<file path="src/hdl/lobm_pkg.sv">
// shared types, codes and sizes for the limit order book matcher
package lobm_pkg;

  localparam int MAX_ORDERS = 32;
  localparam int IDX_W      = $clog2(MAX_ORDERS);

  // request modes
  localparam logic [1:0] MODE_LIMIT  = 2'd0;
  localparam logic [1:0] MODE_MARKET = 2'd1;
  localparam logic [1:0] MODE_CANCEL = 2'd2;
  localparam logic [1:0] MODE_MODIFY = 2'd3;

  // final status codes
  localparam logic [2:0] ST_OK      = 3'd0;
  localparam logic [2:0] ST_BADQTY  = 3'd1;
  localparam logic [2:0] ST_UNKNOWN = 3'd2;
  localparam logic [2:0] ST_MKTCXL  = 3'd3;
  localparam logic [2:0] ST_FULL    = 3'd4;

  // result kinds
  localparam logic KIND_TRADE  = 1'b0;
  localparam logic KIND_STATUS = 1'b1;

  localparam logic [31:0] SIGN_FLIP = 32'h8000_0000;

  typedef struct packed {
    logic [1:0]         mode;
    logic [63:0]        req_id;
    logic               side;
    logic signed [31:0] px_limit;
    logic [31:0]        quantity;
  } lobm_in_t;

  typedef struct packed {
    logic               result_kind;
    logic [63:0]        taker_id;
    logic [63:0]        maker_id;
    logic signed [31:0] trade_price;
    logic [31:0]        fill_quantity;
    logic [2:0]         status;
    logic [31:0]        filled_total;
    logic [31:0]        qty_left;
    logic               last;
  } lobm_out_t;

  // search record that travels down the row of cells
  typedef struct packed {
    logic             active;
    logic             side;
    logic             by_id;
    logic [63:0]      id;
    logic             found;
    logic [IDX_W-1:0] idx;
    logic [31:0]      price;
    logic [31:0]      age;
    logic [63:0]      eid;
    logic [31:0]      qty;
    logic             free_found;
    logic [IDX_W-1:0] free_idx;
  } lobm_query_t;

  typedef enum logic [1:0] {
    WR_NONE,
    WR_CLEAR,
    WR_QTY,
    WR_LOAD
  } lobm_wop_t;

  // book update broadcast to all cells
  typedef struct packed {
    lobm_wop_t        op;
    logic [IDX_W-1:0] idx;
    logic             side;
    logic [63:0]      id;
    logic [31:0]      price;
    logic [31:0]      qty;
    logic [31:0]      arrival;
  } lobm_wr_t;

  typedef enum logic [3:0] {
    S_IDLE,
    S_CXL_LAUNCH0,
    S_CXL_WAIT0,
    S_CXL_LAUNCH1,
    S_CXL_WAIT1,
    S_ADD_START,
    S_MATCH_LAUNCH,
    S_MATCH_WAIT,
    S_TRADE,
    S_FINISH,
    S_STATUS
  } lobm_state_t;

endpackage

</file>
<file path="src/hdl/lobm_cell.sv">
// one book entry plus one stage of the best-order search
module lobm_cell (
  input  logic                        clk,
  input  logic                        rst_n,
  input  logic [lobm_pkg::IDX_W-1:0]  cell_idx,
  input  logic [31:0]                 counter,
  input  lobm_pkg::lobm_query_t       q_in,
  input  lobm_pkg::lobm_wr_t          wr,
  output lobm_pkg::lobm_query_t       q_out
);
  import lobm_pkg::*;

  logic        valid_r;
  logic        side_r;
  logic [63:0] id_r;
  logic [31:0] price_r;
  logic [31:0] qty_r;
  logic [31:0] arrival_r;
  lobm_query_t q_r;
  lobm_query_t q_nxt;

  logic [31:0] key_own;
  logic [31:0] key_best;
  logic [31:0] age_own;
  logic        elig;
  logic        better;

  // compare own entry against the best seen so far
  always_comb begin
    key_own  = price_r ^ SIGN_FLIP;
    key_best = q_in.price ^ SIGN_FLIP;
    age_own  = counter - arrival_r;
    elig     = valid_r && (side_r == q_in.side) && (!q_in.by_id || (id_r == q_in.id));
    if (key_own != key_best) begin
      better = q_in.side ? (key_own < key_best) : (key_own > key_best);
    end else begin
      better = age_own > q_in.age;
    end
    q_nxt = q_in;
    if (q_in.active && elig && (!q_in.found || better)) begin
      q_nxt.found = 1'b1;
      q_nxt.idx   = cell_idx;
      q_nxt.price = price_r;
      q_nxt.age   = age_own;
      q_nxt.eid   = id_r;
      q_nxt.qty   = qty_r;
    end
    if (!valid_r && !q_in.free_found) begin
      q_nxt.free_found = 1'b1;
      q_nxt.free_idx   = cell_idx;
    end
  end

  // search stage register
  always_ff @(posedge clk) begin
    if (!rst_n) begin
      q_r.active <= 1'b0;
    end else begin
      q_r <= q_nxt;
    end
  end

  // entry valid bit
  always_ff @(posedge clk) begin
    if (!rst_n) begin
      valid_r <= 1'b0;
    end else if (wr.idx == cell_idx) begin
      if (wr.op == WR_CLEAR) begin
        valid_r <= 1'b0;
      end else if (wr.op == WR_LOAD) begin
        valid_r <= 1'b1;
      end
    end
  end

  // entry payload
  always_ff @(posedge clk) begin
    if (wr.idx == cell_idx) begin
      if (wr.op == WR_LOAD) begin
        side_r    <= wr.side;
        id_r      <= wr.id;
        price_r   <= wr.price;
        qty_r     <= wr.qty;
        arrival_r <= wr.arrival;
      end else if (wr.op == WR_QTY) begin
        qty_r <= wr.qty;
      end
    end
  end

  assign q_out = q_r;

endmodule

</file>
<file path="config.mk">
export PLATFORM = sky130hd
export DESIGN_NAME = lobm_cell
export DESIGN_NICKNAME = d
export VERILOG_FILES = /design/src/hdl/lobm_pkg.sv /design/src/hdl/lobm_cell.sv
export SDC_FILE = /design/constraint.sdc
export NUM_CORES = 1
export LEC_CHECK = 0
export BUFFER_PORTS_ARGS = -buffer_cell sky130_fd_sc_hd__buf_2
export CAP_MARGIN = 20
export CORE_AREA = 2 2 269 271
export CTS_CLUSTER_DIAMETER = 60
export DETAILED_ROUTE_END_ITERATION = 8
export DIE_AREA = 0 0 271 273
export HOLD_SLACK_MARGIN = 0.15
export PLACE_DENSITY = 0.49
export SKIP_LAST_GASP = 1
export SYNTH_ARGS = -nofsm -noshare
export SYNTH_HDL_FRONTEND = slang
export SYNTH_SLANG_ARGS = --single-unit
</file>
<file path="constraint.sdc">
create_clock -name clk -period 12.4 [get_ports clk]
set_input_delay 0 -clock clk [delete_from_list [all_inputs] [get_ports clk]]
set_output_delay 0 -clock clk [all_outputs]
set_load 0.05 [all_outputs]
</file>
==> results of run 1 <==
[cells in the mapped netlist, drive strengths merged (7+ instances only)]
cell type | instances | area (sq um)
a21o | 25 | 188
a21oi | 50 | 250
a31oi | 8 | 50.1
and2 | 7 | 43.8
and3 | 8 | 50.1
buf | 18 | 185
clkbuf | 9 | 33.8
edfxtp | 399 | 12000
ha | 95 | 1190
inv | 109 | 409
mux2 | 169 | 1900
nand2 | 30 | 113
nand3 | 14 | 70.1
nand4 | 33 | 206
nor2 | 24 | 90.1
nor2b | 11 | 68.8
nor3 | 14 | 70.1
o21a | 7 | 52.6
o21ai | 26 | 130
xnor2 | 82 | 718
xor2 | 11 | 96.3
[kinds of logic after synthesis]
logic type	count (synthesis)	synth area share, %
DFF	401	64.7
muxes	171	10.3
AOI/OAI and AO/OA	167	5.99
and+or+nand+nor	163	4.71
buffers and inverters	136	3.38
adders and majority gates	96	6.50
xor gates and xnor gates	93	4.38
[through the flow]
stage | instances | instance area (sq um)
floorplan | 1227 | 18600
global placement | 2844 | 23100
detailed placement | 2844 | 23100
==> results.json, run 1 <==
{
  "synth_cell_types": 63,
  "post_cts_resize_count": 0,
  "ys_ff_latch": 401,
  "synth-edff-count": 399,
  "ctsHoldBuffers": 589,
  "post_cts.repair.setup_buffers": 0,
  "clock_path_buffers": 3,
  "yosys_warnings": 0,
  "syn_area_per_cell_sq_um": 15.1,
  "stop_error": "[ERROR RSZ-0060] Max buffer count reached.",
  "outcome": "did not finish",
  "ys.flop_type": "edfxtp_1",
  "htreeDepth": 2,
  "cts-root-buf": "clkbuf_16",
  "die_h_um": 273,
  "row_count": 98,
  "synth_nets": 1769,
  "pre_cts_slack_ns": 5.38,
  "async_reset_ff_share_pct": 0,
  "dieWidth_um": 271,
  "clock-sinks": 401,
  "lastStage": "4_1_cts",
  "dp_hpwl_um": 53300,
  "initial_utilization_pct": 26.2,
  "numCtsBuffers": 52,
  "syn-instance-count": 1227,
  "seq_area_frac_synth_pct": 64.7,
  "gp_congestion": 0.891,
  "ios": 685,
  "io_buffers": 684,
  "synth_area_sq_um": 18600
}
==> inputs of run 2 (changes only) <==
CORE_AREA = not set   (was 2 2 269 271)
CORE_MARGIN = 2   (was not set)
CORE_UTILIZATION = 25   (was not set)
CTS_CLUSTER_DIAMETER = not set   (was 60)
DIE_AREA = not set   (was 0 0 271 273)
HOLD_SLACK_MARGIN = not set   (was 0.15)
PLACE_DENSITY = not set   (was 0.49)
PLACE_DENSITY_LB_ADDON = 0.15   (was not set)
==> results.json, run 2 <==
{
  "dp.cells": 2850,
  "grt_setup_unrepaired": "false",
  "fin_nets": 2898,
  "p_sw_share_pct": 28.9,
  "grt_usage_pct": 17.4,
  "power_density_nw_per_um2": 126,
  "synth_commonest_cells": "edfxtp_1 (399), mux2_1 (149), inv_1 (109)",
  "power_frac_comb_pct": 18.8,
  "regArea_sq_um": 12000,
  "seqPwrFrac_pct": 44.0,
  "total_leakage_power_uw": 0.0119,
  "num_vias": 14576,
  "yosys_warnings": 0,
  "core_sq_um": 73300,
  "syn-instance-count": 1227,
  "timing.rr.start": "arrival_r[5]$_DFFE_PP_",
  "instances_no_fill": 3349,
  "seq_area_frac_synth_pct": 64.7,
  "clkPwrFrac_pct": 37.2,
  "drt_iter0_markers": 722,
  "ys.flop_type": "edfxtp_1",
  "tns_ns": 0,
  "clk_latency_ns": 0.61,
  "relSlewSlack_pct": 27.4,
  "finClkSkew_ns": 0.0493,
  "hold_viol": 0,
  "p_sw_uw": 1050,
  "async_reset_ff_share_pct": 0,
  "grt_overflow": 0,
  "antenna_found_initial": 13,
  "largest_reg_flops": 239,
  "htreeDepth": 2,
  "setup_viol": 0,
  "layout_common_cells": "buf_2 (683), dlygate4sd3_1 (412), edfxtp_1 (399)",
  "gp_congestion": 0.873,
  "num-fill-cells": 7183,
  "synthDominantCellAreaShare_pct": 64.5,
  "fin_crit_sh_pct": 52.3,
  "synth_nets": 1769,
  "cts-root-buf": "clkbuf_16",
  "wl_per_cell_um": 20.5,
  "slew_violations": 0,
  "via_per_inst": 4.35,
  "drc": 0,
  "cp.arrival_ns": 6.82,
  "ant_nets": 0,
  "die_h_um": 277,
  "p_int_uw": 2570,
  "setup.worst_path.start": "arrival_r[5]$_DFFE_PP_",
  "syn_area_per_cell_sq_um": 15.1,
  "wirelength_um": 68600,
  "multi_input_area_sq_um": 5940,
  "ir_drop_mv": 0.111,
  "synth_cell_types": 63,
  "tightest_slew_ns": 1.09,
  "dp_hpwl_um": 51800,
  "initial_utilization_pct": 25.3,
  "worstPathMaxFanout": 120,
  "cts.clk_slew.worst_paths_ns": 0.06,
  "crit_path_start_kind": "flop",
  "holdCritStartpoint": "cell_idx[1]",
  "whs_ns": 0.0395,
  "path_class": "reg2reg",
  "drive_gt1_share_pct": 32.8,
  "worstHoldPathType": "in2reg",
  "synth_area_sq_um": 18600,
  "cts_tree": "done",
  "clock_path_buffers": 3,
  "io_buffers": 684,
  "dieWidth_um": 277,
  "grt_pass1_vias": 15733,
  "cp.required_ns": 12.73,
  "p_total_uw": 3620,
  "area_growth_pct": 54.4,
  "grt_pass1_wl_um": 101000,
  "first_pass_iters": 6,
  "synth_area_leader_cell": "edfxtp_1",
  "die_area_sq_um": 76500,
  "ios": 685,
  "endpoint_kind": "flop",
  "post_cts.repair.setup_buffers": 0,
  "ys_ff_latch": 401,
  "layout_commonest_cell": "buf_2",
  "maxCapViolCount": 0,
  "fmax_ghz": 0.154,
  "grt_max_degree": 121,
  "synth_area_leaders": "edfxtp_1 (64%), mux2_1 (9.0%), ha_1 (6.4%)",
  "row_count": 99,
  "outcome": "completed",
  "clock-sinks": 401,
  "numCtsBuffers": 49,
  "synth-edff-count": 399,
  "yosysMostFrequentCell": "edfxtp_1",
  "fin_crit_ns": 6.49
}
==> run 2: cell counts after synthesis <==
No cell type changed its count.
==> run 2: power by group through the flow <==
stage,sequential [uW],combinational (uW),clock (uW)
finish,1590,681,1350
global route,1600,725,1440
CTS,1590,687,1400
detailed placement,1620,573,0
global placement,1620,572,0
floorplan,1840,129,0
==> run 2: path summary, 6_finish.rpt <==
path | slack, ns | cells after the start | to
min | 0.04 | 2 | q_out[167]$_DFFE_PP_
max reg2reg | 5.91 | 20 | q_out[60]$_DFFE_PP_
max | 5.91 | 20 | q_out[60]$_DFFE_PP_
min reg2reg | 0.51 | 1 | q_out[34]$_DFFE_PP_
==> run 2: routing by layer <==
layer | global-route usage (%) | up-vias | wire, um
met5 | 0 | - | 65
met2 | 30.9 | 582 | 34400
met3 | 5.23 | 114 | 5480
met4 | 5.31 | 10 | 1920
li1 | - | 6912 | -
met1 | 20.1 | 6958 | 26700
==> run 2: cells by family after synthesis <==
group                    synth area share [%]
adder cells (fa/ha/maj)                  6.50
flip-flops                               64.7
multiplexers                             10.3
XOR/XNOR                                 4.38
buffers and inverters                    3.38
AO/OA/AOI/OAI                            5.99
AND/OR/NAND/NOR                          4.71
==> run 2: stage by stage <==
| stage | worst slack, ns | instance area, sq um | util (%) |
|---|---|---|---|
| finish | 5.91 | 28700 | 39.1 |
| global route | 5.48 | 28700 | 39.1 |
| CTS | 5.34 | 28700 | 39.1 |
| detailed placement | 5.35 | 23100 | 31.5 |
| global placement | 5.51 | 23100 | 31.5 |
| floorplan | 7.72 | 18600 | - |
==> run 2: layout make-up <==
type / instances / area share (%)
Sequential cell: 401 / 41.9
Antenna cell: 3 / 0.0262
Timing Repair Buffer: 1105 / 26.6
Clock inverter: 23 / 0.733
Clock buffer: 59 / 4.41
Inverter: 109 / 1.43
Multi-Input combinational cell: 690 / 20.7
Tap cell: 959 / 4.18
==> run 2: critical path: stages (launching register included) <==
cell and delay (ns):
edfxtp_1 0.40, inv_1 0.08, ha_1 0.22, o21a_1 0.20
o32ai_1 0.09, a21oi_1 0.55, a31oi_1 0.31, nor4b_1 0.64
o22ai_1 0.17, xnor2_1 0.26, ha_1 0.31, nand4_1 0.14
nor2_1 0.08, nand4_1 0.16, o21bai_1 0.13, o41a_1 0.19
a22oi_2 0.10, o31ai_4 0.29, buf_12 0.55, buf_4 0.71
mux2_1 0.39
==> run 2: timing repair <==
action,4_1_cts,5_1_grt
gates resized for setup,0,0
hold endpoints to repair,437,0
hold buffers,412,0
Note: power is estimated with default switching activity, not from simulation.
